===== src/hw/rtl/dfr_pkg.sv =====
package dfr_pkg;

  // Tach-to-rpm numerator and its width
  localparam int unsigned TACH_NUM_W = 22;
  localparam logic [TACH_NUM_W-1:0] TACH_NUM = 22'd2156250;
  localparam int unsigned CNT_W = 5;

  localparam int unsigned TACH_W  = 16;
  localparam int unsigned RPM_W   = 16;
  localparam int unsigned DUTY_W  = 8;
  localparam int unsigned DBAND_W = 12;
  localparam int unsigned DTGT_W  = 8;
  localparam int unsigned CFG_IDX_W  = 3;
  localparam int unsigned CFG_DATA_W = 16;

  localparam logic [DTGT_W-1:0] DBG_LIMIT = 8'd40;
  localparam logic [RPM_W-1:0]  DBG_SCALE = 16'd100;

  localparam logic [DBAND_W-1:0] DBAND_RST    = 12'd100;
  localparam logic [DUTY_W-1:0]  MAX_DUTY_RST = 8'd200;
  localparam logic [RPM_W-1:0]   MAX_RPM_RST  = 16'd6000;

  typedef enum logic [CFG_IDX_W-1:0] {
    CFG_DEBUG_MODE   = 3'd0,
    CFG_DEBUG_TARGET = 3'd1,
    CFG_DEADBAND     = 3'd2,
    CFG_MAX_DUTY     = 3'd3,
    CFG_MAX_RPM      = 3'd4
  } cfg_idx_t;

  typedef enum logic [2:0] {
    ST_IDLE,
    ST_DIV_A,
    ST_DIV_B,
    ST_STEP_A,
    ST_STEP_B,
    ST_DONE
  } state_t;

  typedef struct packed {
    logic busy;
    logic done;
  } div_stat_t;

endpackage


===== src/hw/rtl/dfr_div.sv =====
// Restoring divider, constant tach numerator over a 16-bit count, one bit per cycle.
module dfr_div
  import dfr_pkg::*;
(
  input  logic                  clk,
  input  logic                  rst_n,
  input  logic                  start,
  input  logic [TACH_W-1:0]     divisor,
  output div_stat_t             stat,
  output logic [TACH_NUM_W-1:0] quotient
);

  logic [TACH_W-1:0]     rem_r, rem_nxt;
  logic [TACH_NUM_W-1:0] q_r, q_nxt;
  logic [TACH_W-1:0]     dvs_r, dvs_nxt;
  logic [CNT_W-1:0]      cnt_r, cnt_nxt;
  logic                  busy_r, busy_nxt;
  logic [TACH_W:0]       rem_sh;
  logic                  fits;

  assign rem_sh = {rem_r, q_r[TACH_NUM_W-1]};
  assign fits   = rem_sh >= {1'b0, dvs_r};

  always_comb begin
    rem_nxt  = rem_r;
    q_nxt    = q_r;
    dvs_nxt  = dvs_r;
    cnt_nxt  = cnt_r;
    busy_nxt = busy_r;
    if (start) begin
      rem_nxt  = '0;
      q_nxt    = TACH_NUM;
      dvs_nxt  = divisor;
      cnt_nxt  = '0;
      busy_nxt = 1'b1;
    end else if (busy_r) begin
      rem_nxt = fits ? TACH_W'(rem_sh - {1'b0, dvs_r}) : rem_sh[TACH_W-1:0];
      q_nxt   = {q_r[TACH_NUM_W-2:0], fits};
      cnt_nxt = cnt_r + 1'b1;
      if (cnt_r == CNT_W'(TACH_NUM_W - 1)) busy_nxt = 1'b0;
    end
  end

  always_ff @(posedge clk) begin
    if (!rst_n) begin
      busy_r <= 1'b0;
      cnt_r  <= '0;
    end else begin
      busy_r <= busy_nxt;
      cnt_r  <= cnt_nxt;
    end
    rem_r <= rem_nxt;
    q_r   <= q_nxt;
    dvs_r <= dvs_nxt;
  end

  // done marks the cycle after the last quotient bit lands
  logic busy_d_r;
  always_ff @(posedge clk) begin
    if (!rst_n) busy_d_r <= 1'b0;
    else        busy_d_r <= busy_r;
  end

  assign stat.busy = busy_r;
  assign stat.done = busy_d_r && !busy_r;
  assign quotient  = q_r;

endmodule


===== src/hw/rtl/dfr_step.sv =====
// One duty step toward the goal, deadband compare at widened width.
module dfr_step
  import dfr_pkg::*;
(
  input  logic [DUTY_W-1:0]  duty,
  input  logic [RPM_W-1:0]   goal,
  input  logic [RPM_W-1:0]   speed,
  input  logic [DBAND_W-1:0] deadband,
  input  logic [DUTY_W-1:0]  max_duty,
  input  logic               clamp_high,
  output logic [DUTY_W-1:0]  duty_new
);

  logic [RPM_W+1:0] goal_w, speed_w, db_w;
  logic             up_req, dn_req;

  assign goal_w  = {2'b00, goal};
  assign speed_w = {2'b00, speed};
  assign db_w    = (RPM_W+2)'(deadband);

  // goal - db > speed  and  goal + db < speed, without wrap
  assign up_req = goal_w > (speed_w + db_w);
  assign dn_req = (goal_w + db_w) < speed_w;

  always_comb begin
    duty_new = duty;
    priority if (up_req) begin
      if (duty < max_duty)  duty_new = duty + 1'b1;
      else if (clamp_high)  duty_new = max_duty;
    end else if (dn_req) begin
      if (duty != '0) duty_new = duty - 1'b1;
    end
  end

endmodule


===== src/hw/rtl/dual_fan_rpm_duty_regulator_unit.sv =====
// Channel | Ports                                         | Direction
// --------+-----------------------------------------------+----------
// in      | in_valid/in_ready, tach counts, goal speeds   | in
// out     | out_valid/out_ready, duties, speeds           | out
// cfg     | cfg_valid/cfg_ready, cfg_index, cfg_data      | in
//
// A tick is accepted, runs fan A then fan B through the shared radix-2
// divider (one quotient bit per cycle, 22-bit numerator), takes 2 steps
// through the shared duty stepper and loads the output register. Ticks with
// both goals zero in normal mode skip the divider and the stepper.
// Reset (sync, active low) clears speeds, duties and the output valid and
// loads register defaults. A stalled output beat holds the sequencer in
// ST_DONE; in_ready is high only in ST_IDLE. cfg_ready is always high.
module dual_fan_rpm_duty_regulator_unit
  import dfr_pkg::*;
(
  input  logic                  clk,
  input  logic                  rst_n,
  input  logic                  in_valid,
  output logic                  in_ready,
  input  logic [TACH_W-1:0]     in_tach_count_a,
  input  logic [TACH_W-1:0]     in_tach_count_b,
  input  logic [RPM_W-1:0]      in_goal_rpm_a,
  input  logic [RPM_W-1:0]      in_goal_rpm_b,
  output logic                  out_valid,
  input  logic                  out_ready,
  output logic [DUTY_W-1:0]     out_duty_a,
  output logic [DUTY_W-1:0]     out_duty_b,
  output logic [RPM_W-1:0]      out_speed_a,
  output logic [RPM_W-1:0]      out_speed_b,
  input  logic                  cfg_valid,
  output logic                  cfg_ready,
  input  logic [CFG_IDX_W-1:0]  cfg_index,
  input  logic [CFG_DATA_W-1:0] cfg_data
);

  // config registers
  logic               dbg_mode_r;
  logic [DTGT_W-1:0]  dbg_tgt_r;
  logic [DBAND_W-1:0] dband_r;
  logic [DUTY_W-1:0]  max_duty_r;
  logic [RPM_W-1:0]   max_rpm_r;

  assign cfg_ready = 1'b1;

  always_ff @(posedge clk) begin
    if (!rst_n) begin
      dbg_mode_r <= 1'b0;
      dbg_tgt_r  <= '0;
      dband_r    <= DBAND_RST;
      max_duty_r <= MAX_DUTY_RST;
      max_rpm_r  <= MAX_RPM_RST;
    end else if (cfg_valid) begin
      unique case (cfg_idx_t'(cfg_index))
        CFG_DEBUG_MODE:   dbg_mode_r <= cfg_data[0];
        CFG_DEBUG_TARGET: dbg_tgt_r  <= cfg_data[DTGT_W-1:0];
        CFG_DEADBAND:     dband_r    <= cfg_data[DBAND_W-1:0];
        CFG_MAX_DUTY:     max_duty_r <= cfg_data[DUTY_W-1:0];
        CFG_MAX_RPM:      max_rpm_r  <= cfg_data[RPM_W-1:0];
        default: ;  // unmapped index, dropped
      endcase
    end
  end

  // debug goal: min(target, 40) * 100
  logic [DTGT_W-1:0] dbg_clip;
  logic [RPM_W-1:0]  dbg_goal;
  assign dbg_clip = (dbg_tgt_r > DBG_LIMIT) ? DBG_LIMIT : dbg_tgt_r;
  assign dbg_goal = RPM_W'(dbg_clip) * DBG_SCALE;

  // state and per-tick operands
  state_t            state_r, state_nxt;
  logic [TACH_W-1:0] tach_a_r, tach_a_nxt, tach_b_r, tach_b_nxt;
  logic [RPM_W-1:0]  goal_a_r, goal_a_nxt, goal_b_r, goal_b_nxt;
  logic [RPM_W-1:0]  spd_a_r, spd_a_nxt, spd_b_r, spd_b_nxt;
  logic [DUTY_W-1:0] duty_a_r, duty_a_nxt, duty_b_r, duty_b_nxt;
  logic              out_valid_r, out_valid_nxt;
  logic              load_out;

  // shared divider
  logic                  div_start;
  logic [TACH_W-1:0]     div_dvs;
  div_stat_t             div_stat;
  logic [TACH_NUM_W-1:0] div_q;

  dfr_div u_div (
    .clk      (clk),
    .rst_n    (rst_n),
    .start    (div_start),
    .divisor  (div_dvs),
    .stat     (div_stat),
    .quotient (div_q)
  );

  // clamp the quotient; a stopped fan reads zero
  logic [TACH_W-1:0] div_cnt;
  logic [RPM_W-1:0]  spd_clamped;
  assign div_cnt = (state_r == ST_DIV_A) ? tach_a_r : tach_b_r;
  always_comb begin
    if (div_cnt == '0)                                   spd_clamped = '0;
    else if (div_q > TACH_NUM_W'(max_rpm_r))             spd_clamped = max_rpm_r;
    else                                                 spd_clamped = div_q[RPM_W-1:0];
  end

  // shared duty stepper, fan A then fan B
  logic              sel_b;
  logic [DUTY_W-1:0] step_out;
  assign sel_b = (state_r == ST_STEP_B);

  dfr_step u_step (
    .duty       (sel_b ? duty_b_r : duty_a_r),
    .goal       (sel_b ? goal_b_r : goal_a_r),
    .speed      (sel_b ? spd_b_r  : spd_a_r),
    .deadband   (dband_r),
    .max_duty   (max_duty_r),
    .clamp_high (!dbg_mode_r),
    .duty_new   (step_out)
  );

  logic dbg_zero;
  assign dbg_zero = dbg_mode_r && (dbg_tgt_r == '0);

  assign in_ready = (state_r == ST_IDLE);

  always_comb begin
    state_nxt     = state_r;
    tach_a_nxt    = tach_a_r;
    tach_b_nxt    = tach_b_r;
    goal_a_nxt    = goal_a_r;
    goal_b_nxt    = goal_b_r;
    spd_a_nxt     = spd_a_r;
    spd_b_nxt     = spd_b_r;
    duty_a_nxt    = duty_a_r;
    duty_b_nxt    = duty_b_r;
    out_valid_nxt = out_valid_r && !out_ready;
    load_out      = 1'b0;
    div_start     = 1'b0;
    div_dvs       = in_tach_count_a;
    unique case (state_r)
      ST_IDLE: begin
        if (in_valid) begin
          tach_a_nxt = in_tach_count_a;
          tach_b_nxt = in_tach_count_b;
          goal_a_nxt = dbg_mode_r ? dbg_goal : in_goal_rpm_a;
          goal_b_nxt = dbg_mode_r ? dbg_goal : in_goal_rpm_b;
          if (!dbg_mode_r && in_goal_rpm_a == '0 && in_goal_rpm_b == '0) begin
            // both goals off: clear any running fan, skip measurement
            if (duty_a_r != '0) begin
              duty_a_nxt = '0;
              spd_a_nxt  = '0;
            end
            if (duty_b_r != '0) begin
              duty_b_nxt = '0;
              spd_b_nxt  = '0;
            end
            state_nxt = ST_DONE;
          end else begin
            div_start = 1'b1;
            state_nxt = ST_DIV_A;
          end
        end
      end
      ST_DIV_A: begin
        div_dvs = tach_b_r;
        if (div_stat.done) begin
          spd_a_nxt = spd_clamped;
          div_start = 1'b1;
          state_nxt = ST_DIV_B;
        end
      end
      ST_DIV_B: begin
        div_dvs = tach_b_r;
        if (div_stat.done) begin
          spd_b_nxt = spd_clamped;
          state_nxt = ST_STEP_A;
        end
      end
      ST_STEP_A: begin
        duty_a_nxt = dbg_zero ? '0 : step_out;
        state_nxt  = ST_STEP_B;
      end
      ST_STEP_B: begin
        duty_b_nxt = dbg_zero ? '0 : step_out;
        state_nxt  = ST_DONE;
      end
      ST_DONE: begin
        if (!out_valid_r || out_ready) begin
          load_out      = 1'b1;
          out_valid_nxt = 1'b1;
          state_nxt     = ST_IDLE;
        end
      end
      default: state_nxt = ST_IDLE;
    endcase
  end

  always_ff @(posedge clk) begin
    if (!rst_n) begin
      state_r     <= ST_IDLE;
      out_valid_r <= 1'b0;
      spd_a_r     <= '0;
      spd_b_r     <= '0;
      duty_a_r    <= '0;
      duty_b_r    <= '0;
    end else begin
      state_r     <= state_nxt;
      out_valid_r <= out_valid_nxt;
      spd_a_r     <= spd_a_nxt;
      spd_b_r     <= spd_b_nxt;
      duty_a_r    <= duty_a_nxt;
      duty_b_r    <= duty_b_nxt;
    end
    tach_a_r <= tach_a_nxt;
    tach_b_r <= tach_b_nxt;
    goal_a_r <= goal_a_nxt;
    goal_b_r <= goal_b_nxt;
  end

  // output beat register
  logic [DUTY_W-1:0] o_duty_a_r, o_duty_b_r;
  logic [RPM_W-1:0]  o_spd_a_r, o_spd_b_r;

  always_ff @(posedge clk) begin
    if (load_out) begin
      o_duty_a_r <= duty_a_r;
      o_duty_b_r <= duty_b_r;
      o_spd_a_r  <= spd_a_r;
      o_spd_b_r  <= spd_b_r;
    end
  end

  assign out_valid   = out_valid_r;
  assign out_duty_a  = o_duty_a_r;
  assign out_duty_b  = o_duty_b_r;
  assign out_speed_a = o_spd_a_r;
  assign out_speed_b = o_spd_b_r;

endmodule


===== config.mk =====
export PLATFORM = sky130hd
export DESIGN_NAME = dual_fan_rpm_duty_regulator_unit
export DESIGN_NICKNAME = d
export VERILOG_FILES = /design/src/hw/rtl/dfr_pkg.sv /design/src/hw/rtl/dfr_div.sv /design/src/hw/rtl/dfr_step.sv /design/src/hw/rtl/dual_fan_rpm_duty_regulator_unit.sv
export SDC_FILE = /design/constraint.sdc
export NUM_CORES = 1
export LEC_CHECK = 0
export ABC_AREA = 1
export BUFFER_PORTS_ARGS = -buffer_cell sky130_fd_sc_hd__buf_2
export CAP_MARGIN = 20
export CORE_ASPECT_RATIO = 0.75
export CORE_MARGIN = 4
export CORE_UTILIZATION = 56
export CTS_BUF_LIST = sky130_fd_sc_hd__clkbuf_4
export DETAILED_ROUTE_END_ITERATION = 8
export GPL_ROUTABILITY_DRIVEN = 0
export PLACE_DENSITY = 0.83
export SLEW_MARGIN = 20
export SYNTH_ARGS = -nofsm -noshare
export SYNTH_HDL_FRONTEND = slang
export SYNTH_SLANG_ARGS = --single-unit

===== constraint.sdc =====
create_clock -name clk -period 5.1 [get_ports clk]
set_input_delay 0.51 -clock clk [delete_from_list [all_inputs] [get_ports clk]]
set_output_delay 0.51 -clock clk [all_outputs]
set_load 0.01 [all_outputs]

-- Word level (Yosys, flattened, before mapping)
Index checks and enable logic that the tools add are counted.
- word-level logic and storage cells: 145
- output and inout port bits: 51
- register bits after elaboration: 270
- bits of input ports: 88
- reduce and logical (&&, ||, !) cells: 36
- multiplexer cells: 51
- eq/ne operators: 17
- bitwise operators: 1
- order comparisons: 6
- multipliers: 1
- $add $sub $neg: 6
- operators by type and width (cell ; number):
    two-way mux 16 bit ; 14
    two-way mux 8 bit ; 14
    one-hot mux 16 bit (2 select lines) ; 2
    zero test 16 bit ; 3
    adder 16 x 12 -> 17 bit ; 2
    one-hot mux 8 bit (2 select lines) ; 2
    two-way mux 15 bit ; 2
    nonzero test 8 bit ; 3
    greater-than comparator 22 x 16 -> 1 bit ; 1
    greater-than comparator 16 x 18 -> 1 bit ; 1
    < comparator 18 x 16 -> 1 bit ; 1
    one-hot mux 3 bit (6 select lines) ; 1
    >= comparator 17 x 16 -> 1 bit ; 1
    subtractor 16 bit ; 1
    two-way mux 3 bit ; 5
    multiplier 8 x 5 -> 13 bit (second input constant) ; 1
    == test 3 x 2 -> 1 bit (second input constant) ; 4
    AND reduction 2 bit ; 6
    AND reduction 4 bit ; 3
    two-way mux 1 bit ; 10
    AND reduction 5 bit ; 2
    == test 3 bit (second input constant) ; 3
    adder 8 x 1 -> 8 bit (second input constant) ; 1
    greater-than comparator 8 x 6 -> 1 bit (second input constant) ; 1
    other kinds (16) ; 34

-- Logic depth before layout (Yosys ltp)
- depth after elaboration: 8
- gate-level depth with buffers: 30
- mapped depth without buffers: 28

-- Cells and area by module
From an unflattened synthesis, not the netlist that was laid out.
- cells, all modules: 2040
- area, all modules: 16216.8 µm²
- modules (own cells, without submodules) (module ; instances ; sequential area each (µm²) ; cells each ; area an instance (µm²)):
    dual_fan_rpm_duty_regulator_unit ; 1 ; 5305.1 ; 1086 ; 9820.7
    dfr_div ; 1 ; 1381.3 ; 476 ; 3500.9
    dfr_step ; 1 ; 0.0 ; 478 ; 2895.3

-- Worst setup path before layout
No wires, ideal clock.
- path type: register to register
- from: register state_r[0]
- to: register u_div.dvs_r[0], enable pin
- setup time: 0.350 ns
- clock period less this slack: 5.095 ns
- data required time: 4.750 ns
- slack: 0.005 ns
- path buffers: 1
- stages on the path, launching flop included: 9
- arrival: 4.745 ns
- cell sequence: dfxtp_1 -> nor2_8 -> inv_1 -> nor2_2 -> inv_1 -> nor2_1 -> a21oi_2 -> inv_1 -> buf_2
- word-level cells in the longest chain between the ends: 2
- elaborated cells between the ends (all ways): 3
- classes of those cells: 1 x eq/ne; 1 x mux; 1 x reduce/logical
- RTL lines (element ; line ; RTL):
    from (decl) ; dual_fan_rpm_duty_regulator_unit.sv:72 ; state_t state_r, state_nxt;
    from (signal assigned) ; dual_fan_rpm_duty_regulator_unit.sv:206 ; state_r <= state_nxt;
    zero test 3 bit ; n/a ;
    net in_ready ; dual_fan_rpm_duty_regulator_unit.sv:20 ; output logic in_ready,
    one-hot mux 1 bit (2 select lines) ; dual_fan_rpm_duty_regulator_unit.sv:139 ; unique case (state_r)
    net div_start ; dual_fan_rpm_duty_regulator_unit.sv:81 ; logic div_start;
    to (signal assigned) ; dfr_div.sv:54 ; dvs_r <= dvs_nxt;
    to (decl) ; dfr_div.sv:15 ; logic [TACH_W-1:0] dvs_r, dvs_nxt;
The timed path passes the listed nets, and every way through them passes these cells.
A chain may end at the register's enable or synchronous reset.

-- Worst setup path in the final report
- from: register state_r[1]
- to: register duty_b_r[1]
- word-level cells in the longest chain between the ends: 8
- elaborated cells between the ends (all ways): 25
- classes of those cells: 4 x add/sub; 3 x order compare; 4 x eq/ne; 10 x mux; 4 x reduce/logical
- RTL lines (element ; line ; RTL):
    == test 3 bit ; dual_fan_rpm_duty_regulator_unit.sv:108, dual_fan_rpm_duty_regulator_unit.sv:139 ;
    two-way mux 16 bit / two-way mux 8 bit (equally long branches) ; dual_fan_rpm_duty_regulator_unit.sv:112, dual_fan_rpm_duty_regulator_unit.sv:111 ;
    adder 16 x 12 -> 17 bit, or another cell as far along ; dfr_step.sv:23 ; assign dn_req = (goal_w + db_w) < speed_w;
    < comparator 18 x 16 -> 1 bit / two-way mux 8 bit (equally long branches) ; dfr_step.sv:23, dfr_step.sv:31 ;
    two-way mux 8 bit ; dfr_step.sv:30 ; end else if (dn_req) begin
    two-way mux 8 bit ; dfr_step.sv:27 ; priority if (up_req) begin
    two-way mux 8 bit ; dual_fan_rpm_duty_regulator_unit.sv:183 ; duty_b_nxt = dbg_zero ? '0 : step_out;
    one-hot mux 8 bit (2 select lines) ; dual_fan_rpm_duty_regulator_unit.sv:139 ;
    to (signal assigned) ; dual_fan_rpm_duty_regulator_unit.sv:211 ; duty_b_r <= duty_b_nxt;
    to (decl) ; dual_fan_rpm_duty_regulator_unit.sv:76 ; logic [DUTY_W-1:0] duty_a_r, duty_a_nxt, duty_b_r, duty_b_nxt;
Several ways; a longest one is shown, not always the timed one.

==> results.toml <==
[run_status]
status = "finished, final reports clean"

[clock_tree]
cts_buffer_depth = 3
numClockSinks = 270
h-tree-depth = 3
post_cts_resized = 0
cts_tree = "built"
cts-root-buf = "clkbuf_4"
cts_buffers = 69
path_clk_slew_ns = 0.07
clkLatencyLatePin_ns = 0.71

[detailed_routing]
wirelength_mm = 42.0
drc_errors = 0
vias_per_cell = 5.61
post_drt_wl_per_cell_um = 16.4
dr.pass1.iters = 6
ant_nets = 0
vias = 14358
first_iter_violations = 1431

[pwr]
p_per_area_nw_per_um2 = 487
irDropWorstVdd_v = 0.000247
total_leakage_power_nw = 8.39
power_mw = 8.73

[worst_setup_path]
cp_data_arrival_time_ns = 5.18
path_max_fanout = 32
cp_data_required_time_ns = 5.70
setup.worst_path.start_class = "flip-flop"
path_class = "flip-flop to flip-flop"
worstSetupEndpointType = "flip-flop"

[finish]
multi_input_area_um2 = 7790
syn_to_final_growth_pct = 14.4
final-seq-area_um2 = 6690
layout_commonest_cell = "nand2_1"
fin_nets = 2384
final_cell_mix = "nand2_1 (485), inv_1 (249), a21oi_1 (157)"
drive_gt1_share_pct = 15.0
post-route-util_pct = 65.7
nFillCells = 2192
final_cells = 2558
fin_area_um2 = 17900

[timing]
setup_slack_ns = 0.528
hold_viol = 0
rsz0062_at_grt = "no"
drv_slew = 0
period_share_pct = 89.6
finalSetupTns_ns = 0
setup-violations-final = 0
worst_pin_slew_ns = 1.03
min_period_ns = 4.57
worst_slew_margin_rel_pct = 31.3
hold_ws_ns = 0.0675
fin_skew_ns = 0.0633
max_freq_mhz = 219

[placed_design]
dp_slack_ns = 0.452
io_buffers = 137
placed_cells = 2407
dp_hpwl_mm = 31.4
place_area_um2 = 16700

[floorplanning]
die_x_um = 201
fp-row-count = 52
io_pins = 139
start_util_pct = 57.5
fp.dieH_um = 153
core_um2 = 27300
dieArea_um2 = 30700

[yosys]
ys_types = 57
synth-compound-area-share_pct = 11.7
synthAdderAreaFrac_pct = 11.0
synth_top_family_by_area = "simple AND/OR/NAND/NOR gates"
synthesis.area_um2 = 15700
synthFlopType = "dfxtp_1"
ys_warn_count = 0
synth_xor_area_share_pct = 2.80
synthMuxAreaShare_pct = 0.575
synth-seq-cells = 270
synth_edf_count = 128
synthSimpleGateAreaFrac_pct = 23.3
synthArstFlopShare_pct = 0
postSynthAreaPerCell_um2 = 8.02
syn_inst = 1954
yosys.area.top_type_share_pct = 24.5
synth_seq_area_share_pct = 42.7
synth_area_leaders = "edfxtp_1 (25%), dfxtp_1 (18%), nand2_1 (12%)"
netlist.top_cell.by_area = "edfxtp_1"

[global_route]
grt_max_degree = 66
grtUsageTotal_pct = 26.7
grt_pass1_wl_mm = 67.3
first_global_vias = 13509
antenna_found_initial = 1
gr-total-overflow = 0

[hold_path]
hold_class = "primary input to flip-flop"

[flow_run]
maxCapViolations = 0
[timing repair]
action | CTS | global route
setup endpoints to repair | 0 | 10
endpoints found under the hold margin | 32 | 0
hold buffers | 32 | 0
setup buffers | 0 | 3
[cells by family (layout without fill, tap and decap cells)]
logic type	Yosys count	count (layout)
simple gates	847	847
compound gates	331	331
buf+inv	312	558
flops	270	270
fa+ha+maj	134	134
xor+xnor	50	50
mux	8	8
other cells	2	9
[cell type report]
class	count	share of cell area, %
diodes	1	0.0140
clock buffers	102	4.27
clock inverters	13	0.726
inverters	255	5.34
multi-input cells	1378	43.5
flip-flops and latches	270	37.3
well taps	351	2.45
repair buffers	188	6.41
[cells in the mapped netlist (all sizes together), types with 3 or more instances]
master and number:
nand2 506, inv 254, nor2 162, a21oi 161
dfxtp 142, edfxtp 128, ha 128, o21ai 120
nand3 114, clkbuf 40, xor2 35, nor3 22
nand4 20, buf 17, xnor2 15, o211ai 12
nor4 11, a211oi 10, a31oi 8, mux2 8
fa 6, a21o 5, nand3b 5, or2 5
o2111ai 3, o21bai 3
[path summary, 6_finish.rpt]
path / start / to / slack [ns] / cells past startpoint
max: state_r[1] / duty_b_r[1] / 0.53 / 25
min: cfg_data[12] / max_rpm_r[12] / 0.07 / 3
max reg2reg: state_r[1] / duty_b_r[1] / 0.53 / 25
min reg2reg: u_div.rem_r[15] / u_div.rem_r[15] / 0.47 / 2
[power by group]
part | total (mW) | switching [mW] | leakage, nW | internal, mW
clock network | 1.93 | 0.866 | 0.535 | 1.06
logic | 3.77 | 2.50 | 5.48 | 1.27
registers | 3.03 | 0.250 | 2.38 | 2.78
total | 8.73 | 3.62 | 8.39 | 5.11
[critical path, cell delays in order (launching register included)]
cell	delay, ns
dfxtp_1	0.38
nor2_8	0.21
nand2_8	0.18
inv_2	0.28
buf_4	0.24
nand2_1	0.06
nand2_1	0.12
ha_1	0.31
a21o_1	0.22
a221oi_1	0.27
nand3_1	0.17
a21oi_1	0.16
a21oi_1	0.08
xor2_1	0.16
ha_1	0.32
nand2_1	0.08
inv_1	0.03
nor3_1	0.24
o211ai_2	0.16
nor2_8	0.22
nand2_4	0.11
nand2_1	0.07
nand2_1	0.04
nand2_1	0.07
nand3_1	0.09
a21oi_1	0.17
[registers in the layout, indices dropped and copies added, names as in the netlist, 5 cells and up]
name,count
u_div.quotient,22
goal_a_r,16
goal_b_r,16
max_rpm_r,16
out_speed_a,16
out_speed_b,16
spd_a_r,16
spd_b_r,16
tach_a_r,16
tach_b_r,16
u_div.dvs_r,16
u_div.rem_r,16
dband_r,12
dbg_tgt_r,8
duty_a_r,8
duty_b_r,8
max_duty_r,8
out_duty_a,8
out_duty_b,8
u_div.cnt_r,5
[metal layers]
layer | share of wire [%] | global-route usage [%] | vias to the layer above | routed length [um]
met2 | 41 | 38.8 | 857 | 17000
met1 | 43 | 37.9 | 6489 | 18200
li1 | - | - | 6919 | -
met3 | 13 | 8.52 | 93 | 5570
met4 | 2.9 | 9.20 | 0 | 1230
met5 | 0 | 0 | - | 0
Note: power is estimated with default switching activity, not from simulation.
